==> src/hw/rtl/wsp_pkg.sv <==
// Wheel speed PID package: shared constants, item structs, sequencer states
// and the Q.16 round-and-saturate helper.
// Used by wheel_speed_pid and its bench; depends on nothing.
package wsp_pkg;

  // Wheel constants
  localparam int COUNTS_PER_REV = 12;
  localparam int GEAR_RATIO     = 200;
  localparam int DRIVE_LIMIT    = 999;

  // Time scaling
  localparam int MS_PER_S    = 1000;
  localparam int S_PER_MIN   = 60;
  localparam int MS_PER_MIN  = MS_PER_S * S_PER_MIN;
  localparam int MS_PER_MIN_W = $clog2(MS_PER_MIN + 1);
  localparam int MS_PER_S_W  = $clog2(MS_PER_S + 1);

  // Pulses per output revolution
  localparam int GC   = COUNTS_PER_REV * GEAR_RATIO;
  localparam int GC_W = $clog2(GC + 1);

  // Field widths
  localparam int CMD_W  = 12;
  localparam int CNT_W  = 16;
  localparam int MS_W   = 10;
  localparam int DRV_W  = 11;
  localparam int RPM_W  = 16;
  localparam int GAIN_W = 24;

  // Datapath widths
  localparam int VAL_W  = 64;                 // signed working values
  localparam int ACC_W  = 74;                 // shift-add product
  localparam int MB_W   = GAIN_W;             // multiplier shift register
  localparam int DIV_W  = 64;                 // restoring divider
  localparam int IT_W   = $clog2(DIV_W + 1);
  localparam int TERM_W = 47;                 // saturated term magnitude
  localparam int P_W    = TERM_W + 1;         // signed P term
  localparam int RDEN_W = MS_W + GC_W;
  localparam longint EXP_MAX =
    (longint'(2048) * GC * 1023 * 65536 + MS_PER_MIN / 2) / MS_PER_MIN;
  localparam int EXP_W  = $clog2(EXP_MAX + 1);

  // Limits
  localparam int     DRIVE_CAP = (DRIVE_LIMIT > 1023) ? 1023 : DRIVE_LIMIT;
  localparam longint INT_LIM   = longint'(DRIVE_LIMIT) * 65536;
  localparam int     INT_W     = $clog2(INT_LIM + 1) + 1;
  localparam int     RPM_MAX   = 32767;
  localparam logic [TERM_W-1:0] TERM_CAP = '1;
  localparam int     Q16_HALF  = 32768;

  // Gain reset values
  localparam logic [GAIN_W-1:0] PROP_RST  = GAIN_W'(655360);
  localparam logic [GAIN_W-1:0] INTEG_RST = GAIN_W'(1310720);
  localparam logic [GAIN_W-1:0] DERIV_RST = GAIN_W'(983);

  // Register indexes
  localparam int CFG_IDX_W = 2;
  localparam logic [CFG_IDX_W-1:0] CFG_PROP  = 2'd0;
  localparam logic [CFG_IDX_W-1:0] CFG_INTEG = 2'd1;
  localparam logic [CFG_IDX_W-1:0] CFG_DERIV = 2'd2;

  typedef struct packed {
    logic signed [CMD_W-1:0] command_rpm;
    logic signed [CNT_W-1:0] encoder_count;
    logic        [MS_W-1:0]  elapsed_ms;
  } wsp_in_t;

  typedef struct packed {
    logic signed [DRV_W-1:0] drive;
    logic signed [RPM_W-1:0] measured_rpm;
    logic                    encoder_restart;
  } wsp_out_t;

  typedef enum logic [4:0] {
    ST_IDLE,
    ST_ZERO,
    ST_EXP_M1,
    ST_EXP_M2,
    ST_EXP_D,
    ST_RPM_M1,
    ST_RPM_M2,
    ST_RPM_D,
    ST_ERR,
    ST_P_M,
    ST_I_M1,
    ST_I_M2,
    ST_I_D,
    ST_D_M1,
    ST_D_M2,
    ST_D_D,
    ST_FIN,
    ST_SUM,
    ST_OUT
  } wsp_state_t;

  // round(x / 2^16), ties up, magnitude capped at TERM_CAP
  function automatic logic [TERM_W-1:0] sat_q16(input logic [ACC_W-1:0] x);
    logic [ACC_W-1:0] r;
    r = (x + ACC_W'(Q16_HALF)) >> 16;
    if (r > ACC_W'(TERM_CAP)) return TERM_CAP;
    else return r[TERM_W-1:0];
  endfunction

endpackage

==> src/hw/rtl/wheel_speed_pid.sv <==
// Wheel speed PID top level: sequencer with a shared bit-serial
// shift-add multiplier and restoring divider.
// Depends on wsp_pkg.
//
// Usage:
//   in_valid/in_stall/in_data carry one control tick (command rpm, encoder
//   pulses, elapsed ms). out_valid/out_stall/out_data return one result
//   (drive, measured rpm, encoder restart flag) per tick.
//   cfg_we/cfg_index/cfg_wdata write the three gains; write only when idle.
//   A zero command skips the arithmetic and returns a zero result. Any
//   other command runs 13 multiply/divide phases, one multiplier bit or one
//   quotient bit per cycle. One item is in work at a time; in_stall is high
//   while the sequencer is busy, and the input is free again once the
//   result has been written to the output register.
//   The finished result sits in an output register, so a new
//   item can be taken while out_stall holds the previous one; the next
//   result waits in its last step until the register frees.
//   Reset (rst_n low, synchronous) restores default gains and clears the
//   loop state, the restart flag and the output valid flag.
module wheel_speed_pid
  import wsp_pkg::*;
(
  input  logic                 clk,
  input  logic                 rst_n,
  input  logic                 in_valid,
  output logic                 in_stall,
  input  wsp_in_t              in_data,
  output logic                 out_valid,
  input  logic                 out_stall,
  output wsp_out_t             out_data,
  input  logic                 cfg_we,
  input  logic [CFG_IDX_W-1:0] cfg_index,
  input  logic [GAIN_W-1:0]    cfg_wdata
);

  wsp_state_t state_r, state_nxt;
  logic [IT_W-1:0] it_r, it_last;
  logic            done, in_acc, out_free;

  // gains
  logic [GAIN_W-1:0] prop_r, integ_r, deriv_r;

  // loop state
  logic                    pend_r;
  logic signed [INT_W-1:0] isum_r;
  logic signed [P_W-1:0]   prev_r;
  logic signed [DRV_W-1:0] held_r;

  // item registers
  logic [CMD_W-1:0]        cmdm_r;
  logic                    cmd_neg_r;
  logic signed [CNT_W-1:0] cnt_r;
  logic [MS_W-1:0]         ms_r;
  logic                    restarted_r;
  logic [EXP_W-1:0]        expm_r;
  logic [RDEN_W-1:0]       rden_r;
  logic signed [RPM_W-1:0] rpm_r;
  logic [VAL_W-1:0]        errm_r;
  logic                    err_neg_r;
  logic signed [P_W-1:0]   p_r;
  logic signed [VAL_W-1:0] inc_r;
  logic                    diff_neg_r;
  logic signed [VAL_W-1:0] sum_r;
  wsp_out_t                out_data_r;
  logic                    out_valid_r;

  // serial arithmetic unit
  logic [ACC_W-1:0] a_r, acc_r, ld_a;
  logic [MB_W-1:0]  b_r, ld_b;
  logic [DIV_W-1:0] num_r, rem_r, den_r, ld_num, ld_den, remw;
  logic             is_mul, is_div;

  // derived values
  logic [CNT_W-1:0]        cntm;
  logic [TERM_W-1:0]       q_sat;
  logic signed [VAL_W-1:0] exp_s, cnt_ext, err_s, d_s, ibase, isum_t;
  logic signed [P_W:0]     diff;
  logic [P_W-1:0]          diffm;
  logic [VAL_W-1:0]        sum_abs, drv_mag;
  logic [9:0]              cap_mag;
  logic signed [DRV_W-1:0] drv;

  assign in_acc    = in_valid && !in_stall;
  assign in_stall  = (state_r != ST_IDLE);
  assign out_free  = !out_valid_r || !out_stall;
  assign out_valid = out_valid_r;
  assign out_data  = out_data_r;
  assign done      = (it_r == it_last);

  // combinational helpers
  assign cntm    = cnt_r[CNT_W-1] ? CNT_W'(-cnt_r) : CNT_W'(cnt_r);
  assign q_sat   = sat_q16(acc_r);
  assign exp_s   = cmd_neg_r ? -$signed(VAL_W'(expm_r)) : $signed(VAL_W'(expm_r));
  assign cnt_ext = {{(VAL_W-CNT_W){cnt_r[CNT_W-1]}}, cnt_r};
  assign err_s   = exp_s - (cnt_ext <<< 16);
  assign diff    = {p_r[P_W-1], p_r} - {prev_r[P_W-1], prev_r};
  assign diffm   = diff[P_W] ? P_W'(-diff) : P_W'(diff);
  assign d_s     = diff_neg_r ? $signed(num_r) : -$signed(num_r);
  assign ibase   = (integ_r == '0) ? '0 : {{(VAL_W-INT_W){isum_r[INT_W-1]}}, isum_r};
  assign isum_t  = ibase + inc_r;
  assign sum_abs = sum_r[VAL_W-1] ? VAL_W'(-sum_r) : VAL_W'(sum_r);
  assign drv_mag = sum_abs >> 16;
  assign cap_mag = (drv_mag > VAL_W'(DRIVE_CAP)) ? 10'(DRIVE_CAP) : drv_mag[9:0];
  assign drv     = sum_r[VAL_W-1] ? -$signed({1'b0, cap_mag}) : $signed({1'b0, cap_mag});
  assign remw    = {rem_r[DIV_W-2:0], num_r[DIV_W-1]};

  // operand selection per phase
  always_comb begin
    is_mul  = 1'b0;
    is_div  = 1'b0;
    it_last = '0;
    ld_a    = '0;
    ld_b    = '0;
    ld_num  = '0;
    ld_den  = '0;
    unique case (state_r)
      ST_EXP_M1: begin
        is_mul = 1'b1; it_last = IT_W'(MS_W);
        ld_a = ACC_W'(cmdm_r); ld_b = MB_W'(ms_r);
      end
      ST_EXP_M2: begin
        is_mul = 1'b1; it_last = IT_W'(GC_W);
        ld_a = acc_r; ld_b = MB_W'(GC);
      end
      ST_EXP_D: begin
        is_div = 1'b1; it_last = IT_W'(DIV_W);
        ld_num = DIV_W'(acc_r << 16) + DIV_W'(MS_PER_MIN / 2);
        ld_den = DIV_W'(MS_PER_MIN);
      end
      ST_RPM_M1: begin
        is_mul = 1'b1; it_last = IT_W'(GC_W);
        ld_a = ACC_W'(ms_r); ld_b = MB_W'(GC);
      end
      ST_RPM_M2: begin
        is_mul = 1'b1; it_last = IT_W'(MS_PER_MIN_W);
        ld_a = ACC_W'(cntm); ld_b = MB_W'(MS_PER_MIN);
      end
      ST_RPM_D: begin
        is_div = 1'b1; it_last = IT_W'(DIV_W);
        ld_num = DIV_W'(acc_r); ld_den = DIV_W'(rden_r);
      end
      ST_P_M: begin
        is_mul = 1'b1; it_last = IT_W'(GAIN_W);
        ld_a = ACC_W'(errm_r); ld_b = prop_r;
      end
      ST_I_M1: begin
        is_mul = 1'b1; it_last = IT_W'(GAIN_W);
        ld_a = ACC_W'(errm_r); ld_b = integ_r;
      end
      ST_I_M2: begin
        is_mul = 1'b1; it_last = IT_W'(MS_W);
        ld_a = ACC_W'(q_sat); ld_b = MB_W'(ms_r);
      end
      ST_I_D: begin
        is_div = 1'b1; it_last = IT_W'(DIV_W);
        ld_num = DIV_W'(acc_r) + DIV_W'(MS_PER_S / 2);
        ld_den = DIV_W'(MS_PER_S);
      end
      ST_D_M1: begin
        is_mul = 1'b1; it_last = IT_W'(GAIN_W);
        ld_a = ACC_W'(diffm); ld_b = deriv_r;
      end
      ST_D_M2: begin
        is_mul = 1'b1; it_last = IT_W'(MS_PER_S_W);
        ld_a = ACC_W'(q_sat); ld_b = MB_W'(MS_PER_S);
      end
      ST_D_D: begin
        is_div = 1'b1; it_last = IT_W'(DIV_W);
        ld_num = DIV_W'(acc_r) + DIV_W'(ms_r >> 1);
        ld_den = DIV_W'(ms_r);
      end
      default: ;
    endcase
  end

  // next state
  always_comb begin
    state_nxt = state_r;
    unique case (state_r)
      ST_IDLE:   if (in_valid) begin
        state_nxt = (in_data.command_rpm == '0) ? ST_ZERO : ST_EXP_M1;
      end
      ST_ZERO:   if (out_free) state_nxt = ST_IDLE;
      ST_EXP_M1: if (done) state_nxt = ST_EXP_M2;
      ST_EXP_M2: if (done) state_nxt = ST_EXP_D;
      ST_EXP_D:  if (done) state_nxt = ST_RPM_M1;
      ST_RPM_M1: if (done) state_nxt = ST_RPM_M2;
      ST_RPM_M2: if (done) state_nxt = ST_RPM_D;
      ST_RPM_D:  if (done) state_nxt = ST_ERR;
      ST_ERR:    state_nxt = ST_P_M;
      ST_P_M:    if (done) state_nxt = ST_I_M1;
      ST_I_M1:   if (done) state_nxt = ST_I_M2;
      ST_I_M2:   if (done) state_nxt = ST_I_D;
      ST_I_D:    if (done) state_nxt = ST_D_M1;
      ST_D_M1:   if (done) state_nxt = ST_D_M2;
      ST_D_M2:   if (done) state_nxt = ST_D_D;
      ST_D_D:    if (done) state_nxt = ST_FIN;
      ST_FIN:    state_nxt = ST_SUM;
      ST_SUM:    state_nxt = ST_OUT;
      ST_OUT:    if (out_free) state_nxt = ST_IDLE;
      default:   state_nxt = ST_IDLE;
    endcase
  end

  // state, phase counter
  always_ff @(posedge clk) begin
    if (!rst_n) begin
      state_r <= ST_IDLE;
      it_r    <= '0;
    end else begin
      state_r <= state_nxt;
      if (state_nxt != state_r) it_r <= '0;
      else if (!done) it_r <= it_r + 1'b1;
    end
  end

  // gains
  always_ff @(posedge clk) begin
    if (!rst_n) begin
      prop_r  <= PROP_RST;
      integ_r <= INTEG_RST;
      deriv_r <= DERIV_RST;
    end else if (cfg_we) begin
      unique case (cfg_index)
        CFG_PROP:  prop_r  <= cfg_wdata;
        CFG_INTEG: integ_r <= cfg_wdata;
        CFG_DERIV: deriv_r <= cfg_wdata;
        default: ;
      endcase
    end
  end

  // loop state and output handshake
  always_ff @(posedge clk) begin
    if (!rst_n) begin
      pend_r      <= 1'b0;
      isum_r      <= '0;
      prev_r      <= '0;
      held_r      <= '0;
      out_valid_r <= 1'b0;
    end else begin
      if (out_valid_r && !out_stall) out_valid_r <= 1'b0;
      if (in_acc) begin
        if (in_data.command_rpm == '0) begin
          pend_r <= 1'b1;
          isum_r <= '0;
          prev_r <= '0;
        end else begin
          pend_r <= 1'b0;
        end
      end
      if (state_r == ST_FIN) begin
        prev_r <= p_r;
        if (isum_t > INT_LIM) isum_r <= INT_W'(INT_LIM);
        else if (isum_t < -INT_LIM) isum_r <= INT_W'(-INT_LIM);
        else isum_r <= INT_W'(isum_t);
      end
      if ((state_r == ST_OUT || state_r == ST_ZERO) && out_free) begin
        out_valid_r <= 1'b1;
        if (state_r == ST_OUT && p_r != '0) held_r <= drv;
      end
    end
  end

  // serial multiplier and divider
  always_ff @(posedge clk) begin
    if (is_mul) begin
      if (it_r == '0) begin
        a_r   <= ld_a;
        b_r   <= ld_b;
        acc_r <= '0;
      end else begin
        if (b_r[0]) acc_r <= acc_r + a_r;
        a_r <= a_r << 1;
        b_r <= b_r >> 1;
      end
    end
    if (is_div) begin
      if (it_r == '0) begin
        num_r <= ld_num;
        den_r <= ld_den;
        rem_r <= '0;
      end else if (remw >= den_r) begin
        rem_r <= remw - den_r;
        num_r <= {num_r[DIV_W-2:0], 1'b1};
      end else begin
        rem_r <= remw;
        num_r <= {num_r[DIV_W-2:0], 1'b0};
      end
    end
  end

  // item payload captures
  always_ff @(posedge clk) begin
    if (in_acc) begin
      cmd_neg_r   <= in_data.command_rpm[CMD_W-1];
      cmdm_r      <= in_data.command_rpm[CMD_W-1] ? CMD_W'(-in_data.command_rpm)
                                                  : CMD_W'(in_data.command_rpm);
      ms_r        <= (in_data.elapsed_ms == '0) ? MS_W'(1) : in_data.elapsed_ms;
      cnt_r       <= pend_r ? '0 : in_data.encoder_count;
      restarted_r <= pend_r;
    end
    if (state_r == ST_RPM_M1 && it_r == '0) expm_r <= num_r[EXP_W-1:0];
    if (state_r == ST_RPM_M2 && it_r == '0) rden_r <= acc_r[RDEN_W-1:0];
    if (state_r == ST_ERR) begin
      if (num_r > DIV_W'(RPM_MAX))
        rpm_r <= cnt_r[CNT_W-1] ? -RPM_W'(RPM_MAX) : RPM_W'(RPM_MAX);
      else
        rpm_r <= cnt_r[CNT_W-1] ? -$signed(num_r[RPM_W-1:0]) : $signed(num_r[RPM_W-1:0]);
      err_neg_r <= err_s[VAL_W-1];
      errm_r    <= err_s[VAL_W-1] ? VAL_W'(-err_s) : VAL_W'(err_s);
    end
    if (state_r == ST_I_M1 && it_r == '0)
      p_r <= err_neg_r ? -$signed({1'b0, q_sat}) : $signed({1'b0, q_sat});
    if (state_r == ST_D_M1 && it_r == '0) begin
      inc_r      <= err_neg_r ? -$signed(num_r) : $signed(num_r);
      diff_neg_r <= diff[P_W];
    end
    if (state_r == ST_FIN) sum_r <= {{(VAL_W-P_W){p_r[P_W-1]}}, p_r} + d_s;
    if (state_r == ST_SUM) sum_r <= sum_r + {{(VAL_W-INT_W){isum_r[INT_W-1]}}, isum_r};
    if (state_r == ST_ZERO && out_free) begin
      out_data_r.drive           <= '0;
      out_data_r.measured_rpm    <= '0;
      out_data_r.encoder_restart <= 1'b0;
    end
    if (state_r == ST_OUT && out_free) begin
      out_data_r.drive           <= (p_r != '0) ? drv : held_r;
      out_data_r.measured_rpm    <= rpm_r;
      out_data_r.encoder_restart <= restarted_r;
    end
  end

  // checks
  a_zero_sets_restart: assert property (@(posedge clk) disable iff (!rst_n)
    (in_acc && in_data.command_rpm == '0) |=> pend_r)
    else $error("zero command did not arm encoder restart");

  a_drive_in_range: assert property (@(posedge clk) disable iff (!rst_n)
    out_valid_r |-> (out_data_r.drive <= DRV_W'(DRIVE_CAP) &&
                     out_data_r.drive >= -DRV_W'(DRIVE_CAP)))
    else $error("drive outside limit");

  a_integral_clamped: assert property (@(posedge clk) disable iff (!rst_n)
    (isum_r <= INT_W'(INT_LIM) && isum_r >= INT_W'(-INT_LIM)))
    else $error("integral outside limit");

endmodule

==> config.mk <==
export PLATFORM = sky130hd
export DESIGN_NAME = wheel_speed_pid
export DESIGN_NICKNAME = d
export VERILOG_FILES = /design/src/hw/rtl/wsp_pkg.sv /design/src/hw/rtl/wheel_speed_pid.sv
export SDC_FILE = /design/constraint.sdc
export NUM_CORES = 2
export LEC_CHECK = 0
export BUFFER_PORTS_ARGS = -buffer_cell sky130_fd_sc_hd__buf_2
export CAP_MARGIN = 20
export CORE_MARGIN = 10
export CORE_UTILIZATION = 49
export CTS_BUF_LIST = sky130_fd_sc_hd__clkbuf_8
export DETAILED_ROUTE_END_ITERATION = 8
export PLACE_DENSITY_LB_ADDON = 0.05
export SLEW_MARGIN = 20
export SYNTH_ARGS = -nofsm -noshare
export SYNTH_HDL_FRONTEND = slang
export SYNTH_SLANG_ARGS = --single-unit
==> constraint.sdc <==
create_clock -name clk -period 17.9 [get_ports clk]
set_input_delay 4.475 -clock clk [delete_from_list [all_inputs] [get_ports clk]]
set_output_delay 4.475 -clock clk [all_outputs]
set_load 0.005 [all_outputs]
Word-level counts from Yosys, hierarchy flattened --
Cells that the tools add are included. W data, S select, Z words.
Storage, ports and cells: word-level logic and storage cells 197, bits in registers 874, output and inout bits 30
Operators by class: bitwise operators 1, $add $sub $neg 22, muxes and demuxes 62, order comparisons 6, equal/unequal tests 22, reduce and logical (&&, ||, !) cells 46
Operator list (number):
- $pmux W74 S7 | 1
- $mux W64 | 8
- $pmux W64 S4 | 1
- $add A64 B64 Y64 | 3
- $mux W48 | 4
- $neg A64 Y64 | 3
- $pmux W24 S7 | 1
- $mux W74 | 2
- $mux W27 | 5
- $mux W63 | 2
- $mux W47 | 2
- $pmux W5 S18 | 1
- $pmux W22 S4 | 1
- $mux W5 | 15
- $add A74 B16 Y74 const B | 1
- $add A74 B74 Y74 | 1
- $add A64 B15 Y64 const B | 1
- $add A64 B9 Y64 | 1
- $add A64 B9 Y64 const B | 1
- $ge A64 B22 Y1 | 1
- $gt A64 B15 Y1 const B | 1
- $gt A64 B27 Y1 const B | 1
- $lt A64 B27 Y1 const B | 1
- $mux W16 | 4
- 46 further kinds | 97

Logic depth before layout (Yosys ltp) --
depth after elaboration 8, mapped depth 30

Worst setup path before layout --
OpenSTA, ideal clock, no wires.
path type flip-flop to flip-flop, from register state_r[0], to register acc_r[0], enable pin, clock period less this slack 11115 ps, path slack 6785 ps, data arrival time 10678 ps, stages on the path, launching flop included 6, library setup time 438 ps, cells stage by stage dfxtp_1 -> clkbuf_1 -> clkbuf_1 -> o21ai_0 -> a221oi_1 -> o21a_1
On the way: longest elaborated chain between the ends 4, elaborated cells on any way between the ends 12
RTL lines:
- start: declaration | RTL line wheel_speed_pid.sv:36 | wsp_state_t state_r, state_nxt;
- start signal: assignment | RTL line wheel_speed_pid.sv:211 | state_r <= state_nxt;
- $eq A5 B3 Y1 (tied with other cells) | RTL line wheel_speed_pid.sv:116 | unique case (state_r)
- $reduce_or A9 Y1 (no line) (*)
- $mux W1 (*) | RTL line wheel_speed_pid.sv:116
- via is_mul | RTL line wheel_speed_pid.sv:71 | logic is_mul, is_div;
- $reduce_and A2 Y1 (no line) (*)
- end signal: assignment | RTL line wheel_speed_pid.sv:273 | if (b_r[0]) acc_r <= acc_r + a_r;
- end: declaration | RTL line wheel_speed_pid.sv:68 | logic [ACC_W-1:0] a_r, acc_r, ld_a;
The timed path passes the listed nets; every way through them passes the cells marked *. A chain may end at the register's enable or synchronous reset.

Final worst setup path --
from register expm_r[3], to register errm_r[39] (data pin)
On the way: longest elaborated chain between the ends 5
RTL lines:
- start: declaration | RTL line wheel_speed_pid.sv:55 | logic [EXP_W-1:0] expm_r;
- start signal: assignment | RTL line wheel_speed_pid.sv:303 | if (state_r == ST_RPM_M1 && it_r == '0) expm_r <= num_r[EXP_W-1:0];
- $neg A33 Y64 | RTL line wheel_speed_pid.sv:93 | assign exp_s = cmd_neg_r ? -$signed(VAL_W'(expm_r)) : $signed(VAL_W'(expm_r));
- $mux W64 (*) | RTL line wheel_speed_pid.sv:93
- $sub A64 B32 Y64 (*) | RTL line wheel_speed_pid.sv:95 | assign err_s = exp_s - (cnt_ext <<< 16);
- $neg A64 Y64 | RTL line wheel_speed_pid.sv:311 | errm_r <= err_s[VAL_W-1] ? VAL_W'(-err_s) : VAL_W'(err_s);
- $mux W63 (*) | RTL line wheel_speed_pid.sv:311
- end signal: assignment | RTL line wheel_speed_pid.sv:311
- end: declaration | RTL line wheel_speed_pid.sv:58 | logic [VAL_W-1:0] errm_r;
Mark *: on every way between the ends. The rest lies on a longest branch, timed or not.

==> impl_metrics.env <==
export IMPL_status="finished with violations"
export IMPL_failed_checks="design-rule violations"
export IMPL_routedLengthMet1_um=112900
export IMPL_drive_gt1_frac=0.06928
export IMPL_min_period_over_period=0.4609
export IMPL_crit_fanout=36
export IMPL_numCtsBuffers=163
export IMPL_yosysMostFrequentCell="nand2_1"
export IMPL_synthFlopType="edfxtp_1"
export IMPL_cp_start_kind="flip-flop"
export IMPL_netlist_area_leader_share=0.2937
export IMPL_chipWidth_um=402.8
export IMPL_end_kind="flip-flop"
export IMPL_wl_met2_um=116600
export IMPL_rows=140
export IMPL_cts_resized=0
export IMPL_cp_required_ns=18.53
export IMPL_cts_tree="built"
export IMPL_synthTopCellsByArea="edfxtp_1, ha_1, xnor2_1"
export IMPL_yosysWarnings=0
export IMPL_clock_latency_ns=0.98
export IMPL_yosys_area_share_simple=0.2094
export IMPL_fillerInstances=13740
export IMPL_grt_pass1_wl_um=396500
export IMPL_yosys_area_top_type="edfxtp_1"
export IMPL_skew_ns=0.1003
export IMPL_timing_hold_ws_ns=0.4657
export IMPL_ctsHtreeMaxLevel=4
export IMPL_crit_type="reg -> reg"
export IMPL_leakage_nw=28.78
export IMPL_tightestPinTransition_ns=1.297
export IMPL_max_freq_mhz=121.2
export IMPL_fin_crit_ns=8.249
export IMPL_setup_viol=0
export IMPL_drv_slew=0
export IMPL_cp_arrival_ns=8.88
export IMPL_synth_area_um2=71790
export IMPL_first_pass_iters=9
export IMPL_synth_edf_count=702
export IMPL_grt_pass1_vias=63720
export IMPL_dpl_hpwl_um=200200
export IMPL_post_cts_buffers=0
export IMPL_wire_per_inst_um=25.24
export IMPL_hp_class="reg -> reg"
export IMPL_io_pins=99
export IMPL_drc=11
export IMPL_netlist_instances=8587
export IMPL_drtAntennaViolNets=0
export IMPL_synth_adder_area_share=0.07178
export IMPL_drt_vias_per_instance=6.421
export IMPL_top_layer="met5"
export IMPL_globalRouteOverflowTotal=0
export IMPL_relSlewSlack=0.1292
export IMPL_place_gp_congestion=1.008
export IMPL_synthMuxAreaShare=0.004514
export IMPL_synth_top_family_by_area="compound AO/OA/AOI/OAI gates"
export IMPL_start_util=0.4931
export IMPL_numClockSinks=874
export IMPL_drt_iter0_drc=7511
export IMPL_dr_wl_met3_um=23640
export IMPL_root_buffer="clkbuf_8"
export IMPL_synth_common_cells="nand2_1, nor2_1, a21oi_1"
export IMPL_hold_buffers=0
export IMPL_yosysSeqAreaShare=0.3416
export IMPL_p_per_area_nw_per_um2=75.03
export IMPL_hold_viol=0
export IMPL_yosysUniqueCellTypes=94
export IMPL_async_flop_share=0
export IMPL_die_h_um=402.8
export IMPL_ys_ff_latch=874
export IMPL_grtUsageTotal=0.3134
export IMPL_die_area_um2=162200
export IMPL_port_buffers=98
export IMPL_finalSetupTns_ns=0
export IMPL_clockBufferDepth=3
export IMPL_synth_xor_area_frac=0.09382
export IMPL_clk_pin_slew_worst_paths_ns=0.06
export IMPL_final_nets=8936
export IMPL_synth_compound_area_frac=0.2386
export IMPL_grt_antenna_before_repair=11
export IMPL_core_area_um2=145600
export IMPL_ir_worst_vdd_v=0.00006174
export IMPL_avgSynthCellArea_um2=8.360
export IMPL_rsz0062_at_grt="no"
export IMPL_dr_total_vias=67470
export IMPL_grt_max_degree=85
export IMPL_area_delta_synth_final_pct=7.650
export IMPL_drt_total_wl_um=265200
export IMPL_synth_nets=9063
export IMPL_cap_viol_max_count=0
layer usage:
metal	up-vias	GRT usage
li1	31590	-
met1	32270	0.4222
met5	-	0
met2	3039	0.4886
met3	558	0.05962
met4	8	0.1357
state kept, by name (all words and copies together), names as in the netlist, 28 cells and up:
signal    flops
errm_r       64
inc_r        64
num_r        64
sum_r        64
p_r          48
expm_r       33
a_r          74
acc_r        74
out_data     28
prev_r       48
rem_r        63
path summary, 6_finish.rpt:
check | startpoint | end | slack (ns) | cells after the start
setup / recovery | expm_r[3] | errm_r[39] | 9.65 | 24
hold / removal | held_r[1] | held_r[1] | 0.47 | 2
setup reg to reg | expm_r[3] | errm_r[39] | 9.65 | 24
hold reg to reg | held_r[1] | held_r[1] | 0.47 | 2
placed cells by master, fill, tap and decap left out, types with 33 or more instances in the layout:
cell and n:
or2_2 48, nand4_1 151, nor3_1 222, a21boi_0 93, o22ai_1 42, a31oi_1 127
nor4_1 115, and2_1 82, o21a_1 109, buf_2 97, buf_4 123, nor2_1 727
nand2b_1 88, or4_1 49, edfxtp_1 702, xor2_1 299, and3_1 61, o21bai_1 63
a22oi_1 103, xnor2_1 469, a21oi_1 701, o21ai_0 562, or3_1 105, a211oi_1 50
nor2b_1 149, clkbuf_8 180, a221oi_1 69, dfxtp_1 172, o31ai_1 74, ha_1 399
o211ai_1 33, nand3_1 205, nand2_1 941, a21o_1 262, inv_1 298
power by group:
| part | switching, mW | total (mW) | internal (mW) |
|---|---|---|---|
| logic | 0.814 | 1.29 | 0.471 |
| clock network | 0.979 | 2.04 | 1.06 |
| registers | 0.136 | 2.47 | 2.33 |
| total | 1.93 | 5.80 | 3.87 |
per-stage QoR:
step | total power [mW] | cell area [um^2] | setup slack, ns | cells | utilization
3_3_place_gp | 3.746 | 73880 | 9.750 | 10210 | 0.5076
6_report | 5.798 | 77280 | 9.651 | 10510 | 0.5309
5_1_grt | 6.046 | 77270 | 8.861 | 10510 | 0.5308
3_5_place_dp | 3.758 | 73900 | 9.723 | 10210 | 0.5077
4_1_cts | 5.803 | 77260 | 9.655 | 10510 | 0.5307
2_1_floorplan | 3.379 | 71790 | 6.785 | 8587 | -
kinds of logic (layout without fill, tap and decap cells):
| family | Yosys count | count (layout) |
|---|---|---|
| xor gates and xnor gates | 769 | 769 |
| other | 0 | 3 |
| muxes | 31 | 31 |
| AOI/OAI and AO/OA | 2643 | 2643 |
| adders and majority gates | 407 | 407 |
| DFF | 874 | 874 |
| and+or+nand+nor | 3099 | 3099 |
| buffers and inverters | 764 | 765 |
area by class of cell:
class / instances / area, um^2 / area share
well taps: 1917 / 2399 / 0.03104
diodes: 3 / 7.507 / 0.00009715
inverters: 250 / 940.9 / 0.01218
multi-input cells: 6949 / 44610 / 0.5772
clock buffers: 180 / 2477 / 0.03206
repair buffers: 222 / 1440 / 0.01864
flip-flops and latches: 874 / 24520 / 0.3173
clock inverters: 113 / 883.3 / 0.01143
critical path, cell delays in order (launching register included):
cell and delay (ns):
edfxtp_1 0.51, or3_1 0.45, or3_1 0.43, or4_1 0.58, nand2b_1 0.22, or2_2 0.33
nand2b_1 0.17, or2_2 0.46, o41ai_1 0.37, xnor2_1 0.17, ha_1 0.34, a21oi_1 0.16
o21ai_0 0.12, a221o_1 0.35, a21oi_1 0.18, nand3_1 0.20, o22ai_1 0.34, o21ai_0 0.25
a2111oi_0 0.43, nor3_1 0.15, xnor2_2 0.15, buf_4 0.25, inv_1 0.77, o21ai_0 0.27
xnor2_1 0.19
(Power assumes the default switching activity.)
